## config.mk

```make
export PLATFORM = sky130hd
export DESIGN_NAME = ipid_useq
export DESIGN_NICKNAME = d
export VERILOG_FILES = /design/src/design/assert_macros.svh /design/src/design/ipid_pkg.sv /design/src/design/ipid_useq.sv
export SDC_FILE = /design/constraint.sdc
export NUM_CORES = 1
export LEC_CHECK = 0
export BUFFER_PORTS_ARGS = -buffer_cell sky130_fd_sc_hd__clkbuf_2
export CORE_UTILIZATION = 35
export DETAILED_ROUTE_END_ITERATION = 8
export GPL_ROUTABILITY_DRIVEN = 0
export PLACE_DENSITY = 0.69
export SYNTH_ARGS = -nofsm -noshare
export SYNTH_HDL_FRONTEND = slang
export SYNTH_SLANG_ARGS = --single-unit
```

## constraint.sdc

```tcl
create_clock -name clk_i -period 5.85 [get_ports clk_i]
set_input_delay 0.8775 -clock clk_i [delete_from_list [all_inputs] [get_ports clk_i]]
set_output_delay 0.8775 -clock clk_i [all_outputs]
set_load 0.005 [all_outputs]
```

## src/design/assert_macros.svh

```systemverilog
// ----------------------------------------------------------------------------
// Assertion macros
// Concurrent assertion wrappers used by the top-level RTL; empty when synthesizing.
// ----------------------------------------------------------------------------
`ifndef ASSERT_MACROS_SVH
`define ASSERT_MACROS_SVH

`ifndef SYNTHESIS
// Assertion sampled on the rising clock edge and disabled while reset is low.
`define IPID_ASSERT_RST(lbl, clk, rst_n, prop, msg) \
  lbl: assert property (@(posedge clk) disable iff (!rst_n) prop) else $error(msg);
// Assertion sampled on the rising clock edge, also checked during reset.
`define IPID_ASSERT_NORST(lbl, clk, prop, msg) \
  lbl: assert property (@(posedge clk) prop) else $error(msg);
`else
`define IPID_ASSERT_RST(lbl, clk, rst_n, prop, msg)
`define IPID_ASSERT_NORST(lbl, clk, prop, msg)
`endif

`endif

```

## src/design/ipid_pkg.sv

```systemverilog
// ----------------------------------------------------------------------------
// Incremental PID package
// Widths, codes, control word layout and the microcode table.
// ----------------------------------------------------------------------------
`default_nettype none

package ipid_pkg;

  localparam int FRAC_BITS  = 16;
  localparam int ERR_W      = 32;
  localparam int GAIN_W     = 24;
  localparam int OPT_W      = 2;
  localparam int CFG_IDX_W  = 1;
  localparam int CFG_DATA_W = 24;

  localparam int IN_TDATA_W  = ERR_W + 3 * GAIN_W;
  localparam int OUT_TDATA_W = ERR_W;

  // Second difference e0 - 2*e1 + e2 is given three guard bits.
  localparam int D2_W    = ERR_W + 3;
  localparam int MUL_A_W = 36;
  localparam int MUL_B_W = GAIN_W + 1;
  localparam int PROD_W  = MUL_A_W + MUL_B_W;
  localparam int ACC_W   = PROD_W;
  localparam int MAG_W   = PROD_W - 1;
  localparam int SH_W    = MUL_A_W;
  localparam int SHF_W   = ACC_W - FRAC_BITS;

  localparam int DIV_STEPS = 2;
  localparam int DIV_ITERS = (MAG_W + DIV_STEPS - 1) / DIV_STEPS;
  localparam int DIV_CNT_W = $clog2(DIV_ITERS + 1);

  localparam int STEP_W = 4;
  localparam logic [STEP_W-1:0] STEP_IDLE = '0;

  localparam logic [GAIN_W-1:0] TS_RESET = GAIN_W'(24'h01_0000);

  // Integer part of the sum is clamped to +/- 2^33 before the gain multiply.
  localparam logic signed [SHF_W-1:0] SH_MAX = SHF_W'(64'h0000_0002_0000_0000);
  localparam logic signed [SHF_W-1:0] SH_MIN = -SH_MAX;

  localparam logic [ERR_W-1:0] INC_MAX = {1'b0, {(ERR_W-1){1'b1}}};
  localparam logic [ERR_W-1:0] INC_MIN = {1'b1, {(ERR_W-1){1'b0}}};

  typedef enum logic [OPT_W-1:0] {
    OPT_PID = 2'd0,
    OPT_P   = 2'd1,
    OPT_PI  = 2'd2,
    OPT_PD  = 2'd3
  } ctrl_opt_e;

  typedef enum logic [CFG_IDX_W-1:0] {
    CFG_CONTROL_OPTION = 1'b0,
    CFG_SAMPLE_PERIOD  = 1'b1
  } cfg_idx_e;

  typedef enum logic [2:0] {
    ACC_NOP,
    ACC_DIFF,
    ACC_ADDQ,
    ACC_SHPROD,
    ACC_ADDPROD
  } acc_op_e;

  typedef enum logic [2:0] {
    MUL_NOP,
    MUL_E_TS,
    MUL_D2_TD,
    MUL_KP_SL,
    MUL_KP_SH
  } mul_op_e;

  typedef enum logic {
    DEN_TI,
    DEN_TS
  } den_sel_e;

  typedef enum logic [2:0] {
    COND_NEVER,
    COND_ALWAYS,
    COND_NOT_GO,
    COND_SKIP_I,
    COND_SKIP_D,
    COND_DIV_BUSY,
    COND_OUT_BLOCKED
  } cond_e;

  typedef struct packed {
    acc_op_e            acc_op;
    mul_op_e            mul_op;
    logic               ld_sh;
    logic               div_go;
    den_sel_e           den;
    logic               emit;
    cond_e              cond;
    logic [STEP_W-1:0]  target;
  } uword_t;

  typedef struct packed {
    logic go;
    logic skip_i;
    logic skip_d;
    logic div_busy;
    logic out_blocked;
  } stat_t;

  localparam uword_t UWORD_NOP = '{
    acc_op: ACC_NOP, mul_op: MUL_NOP, ld_sh: 1'b0, div_go: 1'b0,
    den: DEN_TI, emit: 1'b0, cond: COND_NEVER, target: STEP_IDLE
  };

  // The control program. A step falls through to the next one unless its
  // condition holds, in which case it goes to its target.
  function automatic uword_t ucode(logic [STEP_W-1:0] step);
    uword_t w;
    w = UWORD_NOP;
    unique case (step)
      4'd0: begin
        w.cond = COND_NOT_GO;   w.target = 4'd0;
      end
      4'd1: begin
        w.acc_op = ACC_DIFF;
        w.cond = COND_SKIP_I;   w.target = 4'd6;
      end
      4'd2: w.mul_op = MUL_E_TS;
      4'd3: begin
        w.div_go = 1'b1;        w.den = DEN_TI;
      end
      4'd4: begin
        w.cond = COND_DIV_BUSY; w.target = 4'd4;
      end
      4'd5: w.acc_op = ACC_ADDQ;
      4'd6: begin
        w.cond = COND_SKIP_D;   w.target = 4'd11;
      end
      4'd7: w.mul_op = MUL_D2_TD;
      4'd8: begin
        w.div_go = 1'b1;        w.den = DEN_TS;
      end
      4'd9: begin
        w.cond = COND_DIV_BUSY; w.target = 4'd9;
      end
      4'd10: w.acc_op = ACC_ADDQ;
      4'd11: begin
        w.mul_op = MUL_KP_SL;   w.ld_sh = 1'b1;
      end
      4'd12: begin
        w.acc_op = ACC_SHPROD;  w.mul_op = MUL_KP_SH;
      end
      4'd13: w.acc_op = ACC_ADDPROD;
      4'd14: begin
        w.cond = COND_OUT_BLOCKED; w.target = 4'd14;
      end
      4'd15: begin
        w.emit = 1'b1;
        w.cond = COND_ALWAYS;   w.target = STEP_IDLE;
      end
      default: w = UWORD_NOP;
    endcase
    return w;
  endfunction

endpackage

`default_nettype wire

```

## src/design/ipid_useq.sv

```systemverilog
// ----------------------------------------------------------------------------
// Microcode sequencer
// Step counter over the control program with conditional jumps.
// ----------------------------------------------------------------------------
`default_nettype none

module ipid_useq (
  input  wire logic               clk_i,
  input  wire logic               rst_ni,
  input  wire ipid_pkg::stat_t    stat_i,
  output ipid_pkg::uword_t        uword_o,
  output logic                    idle_o
);

  logic [ipid_pkg::STEP_W-1:0] step_q, step_d;
  ipid_pkg::uword_t            word;
  logic                        take;

  assign word = ipid_pkg::ucode(step_q);

  always_comb begin
    unique case (word.cond)
      ipid_pkg::COND_NEVER:       take = 1'b0;
      ipid_pkg::COND_ALWAYS:      take = 1'b1;
      ipid_pkg::COND_NOT_GO:      take = !stat_i.go;
      ipid_pkg::COND_SKIP_I:      take = stat_i.skip_i;
      ipid_pkg::COND_SKIP_D:      take = stat_i.skip_d;
      ipid_pkg::COND_DIV_BUSY:    take = stat_i.div_busy;
      ipid_pkg::COND_OUT_BLOCKED: take = stat_i.out_blocked;
      default:                    take = 1'b0;
    endcase
    step_d = take ? word.target : step_q + ipid_pkg::STEP_W'(1);
  end

  always_ff @(posedge clk_i or negedge rst_ni) begin
    if (!rst_ni) begin
      step_q <= ipid_pkg::STEP_IDLE;
    end else begin
      step_q <= step_d;
    end
  end

  assign uword_o = word;
  assign idle_o  = (step_q == ipid_pkg::STEP_IDLE);

endmodule

`default_nettype wire

```

==> results of run 1 <==
cell families after synthesis:
logic type	count (synthesis)	synth area share
simple gates	26	0.264
mux	8	0.189
buf+inv	6	0.0432
xor+xnor	2	0.0336
flops	4	0.192
compound gates	11	0.158
fa+ha+maj	5	0.120
layout make-up:
cell class	count	share of cell area
well taps	15	0.0278
multi-input cells	52	0.591
clock buffers	3	0.0333
flip-flops and latches	4	0.148
inverters	4	0.0222
repair buffers	24	0.178
power groups by stage:
stage	clock network, mW	logic, mW	registers (mW)
6_report	0.0330	0.270	0.0694
5_1_grt	0.0371	0.305	0.0734
4_1_cts	0.0349	0.272	0.0695
3_5_place_dp	0	0.270	0.0701
3_3_place_gp	0	0.269	0.0690
2_1_floorplan	0	0.202	0.0550
worst max-delay path, stage by stage, from the launching register on:
cell	delay, ns
dfrtp_1	0.41
inv_1	0.10
ha_1	0.28
mux4_2	0.55
clkbuf_2	0.14
per-layer routing:
metal	track usage	up-vias
li1	-	262
met1	0.215	217
met2	0.238	17
met3	0.0326	0
met4	0.100	0
met5	0	-
Yosys cell counts:
| master | number |
|---|---|
| a21oi_1 | 2 |
| a22o_2 | 1 |
| a2bb2oi_1 | 1 |
| and2_1 | 4 |
| and3_1 | 3 |
| clkbuf_1 | 2 |
| dfrtp_1 | 4 |
| ha_1 | 5 |
| inv_1 | 4 |
| mux2_1 | 4 |
| mux2_2 | 1 |
| mux2i_1 | 2 |
| mux4_2 | 1 |
| nand2_1 | 8 |
| nand2b_1 | 2 |
| nand3_1 | 1 |
| nor2_1 | 2 |
| nor2b_1 | 4 |
| nor3b_1 | 1 |
| o21a_1 | 1 |
| o21ai_0 | 3 |
| o21ai_1 | 2 |
| o31ai_4 | 1 |
| or2_1 | 1 |
| xnor2_1 | 1 |
| xor2_1 | 1 |
metrics by stage:
step,hold slack [ns],setup WS [ns]
5_1_grt,0.435,3.17
6_report,0.443,3.26
4_1_cts,0.436,3.26
3_5_place_dp,0.684,3.52
2_1_floorplan,0.582,3.73
3_3_place_gp,0.680,3.53
path summary, 6_finish.rpt:
check	start	endpoint	slack (ns)	cells past startpoint
max in group asynchronous	rst_ni	step_q[1]	5.29	1
min reg2reg	step_q[0]	step_q[0]	0.72	2
min	rst_ni	step_q[3]	0.44	1
max	step_q[0]	uword_o[4]	3.26	4
max reg2reg	step_q[0]	step_q[0]	3.55	8
min in group clk_i	step_q[0]	step_q[0]	0.72	2
==> results by group, run 1 <==
Routing
  – Post-detailed-routing wire length: approximately 1.2 mm
  – Iteration-0 DRC Markers: 8
  – ANT nets after route: 0
  – Uppermost layer routed: met3
  – WL/cell: approximately 11 um
  – Metal-1 WL: a little under 600 um
  – DR WL met3: about 40 um
  – Via count: 496
  – DR pass1 iterations: 3
  – Number of remaining DRC errors: 0
  – Routed met2 length: between 500 and 600 um
  – Via density: 4.86

GRT
  – GRT Residual Overflow: 0
  – Total track usage: 0.162
  – Initial antenna violation count: 0
  – First-pass GRT wire length: approximately 1.7 mm
  – Vias in the first global route: 407
  – Largest net degree at the start of global routing: 17

Run
  – Max-cap check violation count: 0

Clock network
  – TritonCTS Sinks: 4
  – H-tree lvl count: 1
  – Cts hold-fix bufs: 0
  – Root Buffer: clkbuf_4
  – Skew-Pair Late Insertion Delay: between 0.2 and 0.25 ns
  – # Post-CTS Setup Buffers: 0
  – Clk pin slew, worst setup/hold paths: approximately 0.040 ns
  – CTS tree: built
  – Total CTS buffers: 3
  – Worst-case clock buffer depth: 2
  – Gates resized, CTS repair: 0

Critical path
  – Worst setup EP type: primary output
  – Arrival @ worst endpoint: roughly 1.7 ns
  – Crit Path Class: register to primary output
  – CP Launch Type: register
  – CP Data Required Time: between 4 and 5 ns
  – Worst-path fanout max: 7

Pwr
  – P_leak: between 0.3 and 0.4 nW
  – Cell area power density: about 550 nW/um2
  – Max VDD drop: 0.280 mV
  – Logic pwr share: 0.725
  – Sequential power share: 0.186
  – Final Power: 0.372 mW
  – Cell-internal power: ~0.2 mW
  – Sw frac: 0.456
  – Switching pwr: around 0.17 mW
  – Clock power frac: 0.088

Synthesis
  – Syn_area_per_cell: roughly 8.4 um2
  – Sequential area share after synthesis: 0.192
  – Synth warn: 0
  – Gate Count Post-Synth: between 60 and 70
  – Synth area leader: dfrtp_1
  – Synth top area share: 0.192
  – Count of distinct cell types in the synthesized netlist: 26
  – Post-Syn Area: roughly 520 um2
  – Syn nets: 74
  – Synth Register Bits: 4
  – Synth top area cells: dfrtp_1, ha_1, mux2_1

Status
  – Status: finished, final reports clean

Final layout
  – Area grow syn2layout: 29.5%
  – Fillers: approximately 130
  – Fin area: between 600 and 700 um2
  – Layout Cells excl Fill: slightly above 100
  – Register area: around 100 um2
  – Nets: approximately 100
  – Fin util: 0.500
  – Antenna diodes: 0
  – Top Registers: step_q (4)
  – Area occupied by multi-input gates: 399 um2
  – Max FFs per register: 4
  – Most flop-heavy register: step_q
  – Layout cells sized above 1: 0.356
  – Commonest non-fill, non-tap cells in the layout: clkbuf_2, nand2_1, ha_1
  – Commonest non-fill, non-tap cell in the layout: clkbuf_2

Floorplanning
  – Initial Utilization: 0.386
  – FP Rows: 13
  – Die ar.: 1650 um2
  – Core area: ~1400 um2
  – Chip Width: approximately 41 um
  – I/O pin count: 25
  – Overall die height: 40.6 um

Timing
  – Post-route clock period utilization: 0.443
  – Slew headroom: 0.697
  – Setup tns final: 0 ns
  – Least-Margin Pin Slew: between 0.4 and 0.5 ns
  – RSZ-0062 raised after global routing: false
  – Final setup fails: 0
  – Final Hold Viols: 0
  – Setup Skew: a little over 0.0008 ns
  – Fin. max-slew vios: 0
  – Crit path time final: 2.59 ns
  – Fmax: just under 0.4 GHz

Min path
  – Worst min-delay path category: input pin to asynchronous set/reset pin

Placement
  – Number of port buffers: 24
  – Placed cells: between 90 and 100
  – Post-DP Area: between 600 and 700 um2
  – DP Wirelength: roughly 910 um
No activity file was read; power rests on OpenSTA's default activity.
==> run 2, diff against run 1 <==
Settings changed: PLACE_DENSITY 0.69 to 0.72.
Clock period 5.85 ns to 2.3 ns, I/O delays scaled along.
==> run 2 against run 1 <==
Sequential share of layout area shrank 1.8 points. Largest cell class unchanged. Highest routed layer is now met4. Clock power increased to 2.7 times the previous value. Critical path type is now register to register. Final area is 14% higher.
==> results by group, run 2 (same netlist as run 1, synthesis figures left out) <==
Clock network
  – TritonCTS Sinks: 4 (unchanged)
  – Clk pin slew, worst setup/hold paths: 0.04 ns (about the same)
  – H-tree lvl count: 1 (unchanged)
  – Total CTS buffers: 3 (unchanged)
  – Worst-case clock buffer depth: 2 (unchanged)
  – Root Buffer: clkbuf_4
  – CTS tree: built
  – Skew-Pair Late Insertion Delay: 0.24 ns (about the same)

Status
  – Status: finished, final reports clean

Floorplanning
  – I/O pin count: 25 (unchanged)
  – FP Rows: 13 (unchanged)
  – Chip Width: 40.6 um (unchanged)
  – Die ar.: 1650 um2 (unchanged)
  – Overall die height: 40.6 um (unchanged)
  – Initial Utilization: 0.386 (unchanged)
  – Core area: 1350 um2 (unchanged)

Final layout
  – Max FFs per register: 4 (unchanged)
  – Commonest non-fill, non-tap cell in the layout: clkbuf_2
  – Area grow syn2layout: 47.7%
  – Register area: 100 um2 (unchanged)
  – Antenna diodes: 0 (unchanged)
  – Fillers: 140 (+5.3%)
  – Area occupied by multi-input gates: 439 um2 (+10%)
  – Top Registers: step_q (4)
  – Layout Cells excl Fill: 109 (+6.9%)
  – Layout cells sized above 1: 0.489 (+0.133)
  – Nets: 108 (+6.9%)
  – Commonest non-fill, non-tap cells in the layout: clkbuf_2, nand2_1, buf_4
  – Most flop-heavy register: step_q

Pwr
  – Clock power frac: 0.075 (-0.013)
  – Cell-internal power: 0.674 mW (+230%)
  – Logic pwr share: 0.786 (+0.061)
  – Max VDD drop: 0.793 mV (+180%)
  – P_leak: 0.434 nW (+13%)
  – Sw frac: 0.430 (-0.0259)
  – Sequential power share: 0.139 (-0.047)
  – Switching pwr: 0.507 mW (+200%)
  – Cell area power density: 1530 nW/um2 (+180%)

Timing
  – Crit path time final: ~2.2 ns
  – Setup Skew: 0.00212 ns (+0.00132 ns)
  – Fmax: 0.448 GHz
  – Slew headroom: 0.755 (+0.0577)
  – Final worst setup slack: 0.0690 ns (-3.19 ns)
  – Fin. max-slew vios: 0 (unchanged)
  – RSZ-0062 raised after global routing: false
  – Final setup fails: 0 (unchanged)
  – Final Hold Viols: 0 (unchanged)
  – Least-Margin Pin Slew: 0.367 ns (-0.0874 ns)
  – Post-route clock period utilization: 0.970

Critical path
  – Arrival @ worst endpoint: 2.34 ns (+0.63 ns)
  – CP Launch Type: register
  – R2R Setup Slk: 0.07 ns (-3.48 ns)
  – Worst r2r path cells: 8 (unchanged)
  – Worst-path fanout max: 5 (-2)
  – CP Data Required Time: 2.41 ns (-2.56 ns)
  – RR Endpoint: step_q[0]
  – Worst setup EP type: register
  – RR Startpoint: step_q[1]
  – Crit Path Class: register to register

GRT
  – Vias in the first global route: 456 (+12%)
  – Total track usage: 0.185 (+0.0235)
  – First-pass GRT wire length: 1.97 mm (+15%)
  – Initial antenna violation count: 0 (unchanged)
  – GRT Residual Overflow: 0 (unchanged)
  – Largest net degree at the start of global routing: 12 (-5)

Routing
  – Iteration-0 DRC Markers: 16 (+8)
  – ANT nets after route: 0 (unchanged)
  – Number of remaining DRC errors: 0 (unchanged)
  – Via density: 5.15 (+5.8%)
  – Post-detailed-routing wire length: 1.44 mm (+24%)
  – WL/cell: 13.2 um (+16%)
  – DR pass1 iterations: 4 (+1)
  – Via count: 561 (+13%)

Run
  – Max-cap check violation count: 0 (unchanged)

Placement
  – Worst slack, placed: -0.0122 ns (-3.53 ns)
  – Number of port buffers: 24 (unchanged)
  – DP Wirelength: 1.05 mm (+15%)
  – Placed cells: 103 (+4.0%)

Min path
  – Worst min-delay path category: input pin to asynchronous set/reset pin
run 2: cell count changes in the layout (fill, tap and decap cells not counted), sizes merged:
| cell | delta |
|---|---|
| buf | +6 |
| dlygate4sd3 | +1 |
run 2: timing repair:
item,CTS,global route
buffers inserted,1,1
hold buffers,1,0
endpoints found under the setup margin,2,4
pin swaps,1,2
resized for setup,1,10
endpoints found under the hold margin,4,0
run 2: power by group through the flow:
| stage | sequential [mW] | clock [mW] | combinational, mW |
|---|---|---|---|
| floorplan | 0.140 | 0 | 0.514 |
| global placement | 0.159 | 0 | 0.733 |
| detailed placement | 0.160 | 0 | 0.746 |
| CTS | 0.156 | 0.0932 | 0.768 |
| global route | 0.168 | 0.0985 | 1.01 |
| finish | 0.164 | 0.0884 | 0.928 |
run 2: worst max path at each step:
stage / to / cells past startpoint / slack, ns / startpoint
finish: step_q[0] / 8 / 0.07 / step_q[1]
global route: step_q[0] / 8 / 0.01 / step_q[1]
CTS: step_q[0] / 8 / 0.02 / step_q[1]
detailed placement: step_q[0] / 8 / -0.01 / step_q[0]
global placement: step_q[2] / 8 / 0.07 / step_q[0]
floorplan: step_q[0] / 8 / 0.18 / step_q[0]
run 2: metrics by stage:
stage	hold WS (ns)	utilization	TNS, ns	total power, mW	cell area, um2
floorplan	0.0494	-	0	0.654	522
global placement	0.155	0.506	0	0.892	683
detailed placement	0.156	0.506	-0.0122	0.906	683
CTS	0.441	0.538	0	1.02	726
global route	0.463	0.571	0	1.28	771
finish	0.452	0.571	0	1.18	771
run 2: per-layer routing:
| metal | part of all wire | global-route usage | up-vias |
|---|---|---|---|
| met5 | 0 | 0 | - |
| met4 | 0.025 | 0.100 | 0 |
| met3 | 0.042 | 0.0163 | 4 |
| met2 | 0.52 | 0.321 | 25 |
| met1 | 0.42 | 0.223 | 255 |
| li1 | - | - | 277 |
run 2: critical path, cell delays in order (launching register included):
cell	delay, ns
dfrtp_1	0.39
inv_2	0.08
ha_2	0.19
or2_1	0.24
a22o_4	0.24
mux2i_1	0.15
a21oi_1	0.09
o31ai_4	0.37
mux2_4	0.34
run 2: layout make-up:
| type | instances | share of cell area |
|---|---|---|
| multi-input cells | 52 | 0.570 |
| repair buffers | 31 | 0.227 |
| flip-flops and latches | 4 | 0.130 |
| clock buffers | 3 | 0.0292 |
| well taps | 15 | 0.0244 |
| inverters | 4 | 0.0195 |
==> run 3, diff against run 2 <==
Settings changed: CORE_AREA from default to 2 2 39 41, CORE_UTILIZATION 35 to default, DIE_AREA from default to 0 0 41 43, PLACE_DENSITY 0.72 to 0.75, SKIP_CTS_REPAIR_TIMING from default to 1.
Clock period 2.3 ns to 2.4 ns, I/O delays scaled along.
==> run 3 against run 2 <==
Final area fell by 8.0%. Via count fell by 3.7%. Global-route usage fell by 1.6 points. Die area rose by 6.9%. Sequential cell count did not move.
==> results by group, run 3 (same netlist as run 1, synthesis figures left out) <==
Routing
  – WL/cell: 11.3 um (-15%)
  – Post-detailed-routing wire length: 1.21 mm (-16%)
  – DR pass1 iterations: 4 (unchanged)
  – ANT nets after route: 0 (unchanged)
  – Iteration-0 DRC Markers: 2 (-14)
  – Via count: 540 (-3.7%)
  – Via density: 5.05 (-1.9%)
  – Number of remaining DRC errors: 0 (unchanged)

Final layout
  – Area grow syn2layout: 36.0%
  – Max FFs per register: 4 (unchanged)
  – Register area: 100 um2 (unchanged)
  – Fillers: 138 (-1.4%)
  – Area occupied by multi-input gates: 399 um2 (-9.1%)
  – Commonest non-fill, non-tap cells in the layout: clkbuf_2, nand2_1, ha_1
  – Commonest non-fill, non-tap cell in the layout: clkbuf_2
  – Nets: 105 (-2.8%)
  – Most flop-heavy register: step_q
  – Antenna diodes: 0 (unchanged)
  – Top Registers: step_q (4)
  – Layout cells sized above 1: 0.374 (-0.116)

Critical path
  – Worst setup EP type: register
  – Crit Path Class: register to register
  – CP delay by family, top: compound AO/OA/AOI/OAI gates
  – Arrival @ worst endpoint: 2.36 ns (+0.02 ns)
  – Max incr delay on CP: 0.40 ns (about the same)
  – Worst path cell trace: inv_1 > ha_1 > or2_1 > a22o_2 > mux2i_1 > a21oi_1 > o31ai_4 > mux2_1
  – CP Launch Type: register
  – CP Data Required Time: 2.51 ns (+0.10 ns)
  – Worst Path Buf+Inv: 1 (unchanged)
  – Worst-path fanout max: 7 (+2)
  – Slowest CP cell: dfrtp_1

Floorplanning
  – Die ar.: 1760 um2 (+6.9%)
  – I/O pin count: 25 (unchanged)
  – FP Rows: 14 (+1)
  – Core area: 1380 um2 (+2.5%)
  – Chip Width: 41 um (+0.96%)
  – Overall die height: 43 um (+5.9%)
  – Initial Utilization: 0.377 (-0.00943)

Min path
  – Worst min-delay path category: input pin to asynchronous set/reset pin

Placement
  – Number of port buffers: 24 (unchanged)
  – Worst slack, placed: 0.143 ns (+0.155 ns)
  – DP Wirelength: 1.01 mm (-4.2%)

Pwr
  – Max VDD drop: 0.760 mV (-4.1%)
  – Cell area power density: 1310 nW/um2 (-14%)
  – P_leak: 0.403 nW (-7.2%)
  – Final Power: 0.932 mW (-21%)

Timing
  – Crit path time final: 2.25 ns (+0.0210 ns)
  – Slew headroom: 0.759 (+0.00414)
  – Setup tns final: 0 ns (unchanged)
  – Fmax: 0.444 GHz (-0.93%)
  – Fin. max-slew vios: 0 (unchanged)
  – Final Hold Viols: 0 (unchanged)
  – Post-route clock period utilization: 0.938 (-0.0317)
  – Setup Skew: 0.00103 ns (-0.00110 ns)
  – Final worst setup slack: 0.148 ns (+0.0790 ns)
  – Final setup fails: 0 (unchanged)
  – Least-Margin Pin Slew: 0.361 ns (-0.00620 ns)
  – RSZ-0062 raised after global routing: false

GRT
  – Initial antenna violation count: 0 (unchanged)
  – First-pass GRT wire length: 2.05 mm (+3.9%)
  – GRT Residual Overflow: 0 (unchanged)
  – Vias in the first global route: 506 (+11%)
  – Total track usage: 0.170 (-0.0155)
  – Largest net degree at the start of global routing: 11 (-1)

Clock network
  – Skew-Pair Late Insertion Delay: 0.23 ns (about the same)
  – TritonCTS Sinks: 4 (unchanged)
  – Root Buffer: clkbuf_4
  – Clk pin slew, worst setup/hold paths: 0.04 ns (about the same)
  – CTS tree: built
  – Total CTS buffers: 3 (unchanged)
  – H-tree lvl count: 1 (unchanged)
  – Worst-case clock buffer depth: 2 (unchanged)

Run
  – Max-cap check violation count: 0 (unchanged)

Status
  – Status: finished, final reports clean
[run 3: cell count changes in the layout (fill, tap and decap cells not counted)]
cell    delta
inv_2      -2
a22o_4     -1
a22o_2     +1
ha_1       +2
ha_4       -1
inv_1      +2
ha_2       -1
mux2_1     +4
and2_4     -1
buf_4      -3
and2_1     +1
mux2_4     -4
[run 3: through the flow]
stage	instance area, um2	std cells	hold WS [ns]	utilization
floorplan	522	62	0.0644	-
global placement	677	103	0.173	0.489
detailed placement	677	103	0.173	0.489
CTS	699	106	-0.0737	0.505
global route	709	107	0.485	0.513
finish	709	107	0.471	0.513
[run 3: path summary, 6_finish.rpt]
path,startpoint,end,slack [ns],cells after the start
hold / removal,rst_ni,step_q[3],0.47,2
setup reg to reg,step_q[0],step_q[1],0.15,8
setup / recovery,step_q[0],step_q[1],0.15,8
max in group asynchronous,rst_ni,step_q[0],1.80,2
min in group clk_i,stat_i[3],step_q[3],0.68,5
hold reg to reg,step_q[0],step_q[0],0.69,2
[run 3: power breakdown]
group	switching [mW]	leakage [nW]	internal (mW)
Sequential	0.0471	0.0504	0.102
Combinational	0.343	0.339	0.360
Clock	0.0241	0.0138	0.0557
[run 3: final cells by class]
class                   count  area share
repair buffers             28       0.215
inverters                   4      0.0212
clock buffers               3      0.0317
flip-flops and latches      4       0.141
multi-input cells          52       0.563
well taps                  16      0.0282
[run 3: routing by layer]
layer / up-vias / part of all wire / global-route usage
li1: 272 / - / -
met1: 253 / 0.44 / 0.213
met2: 15 / 0.51 / 0.263
met3: 0 / 0.048 / 0.0524
met4: 0 / 0 / 0.0600
met5: - / 0 / 0
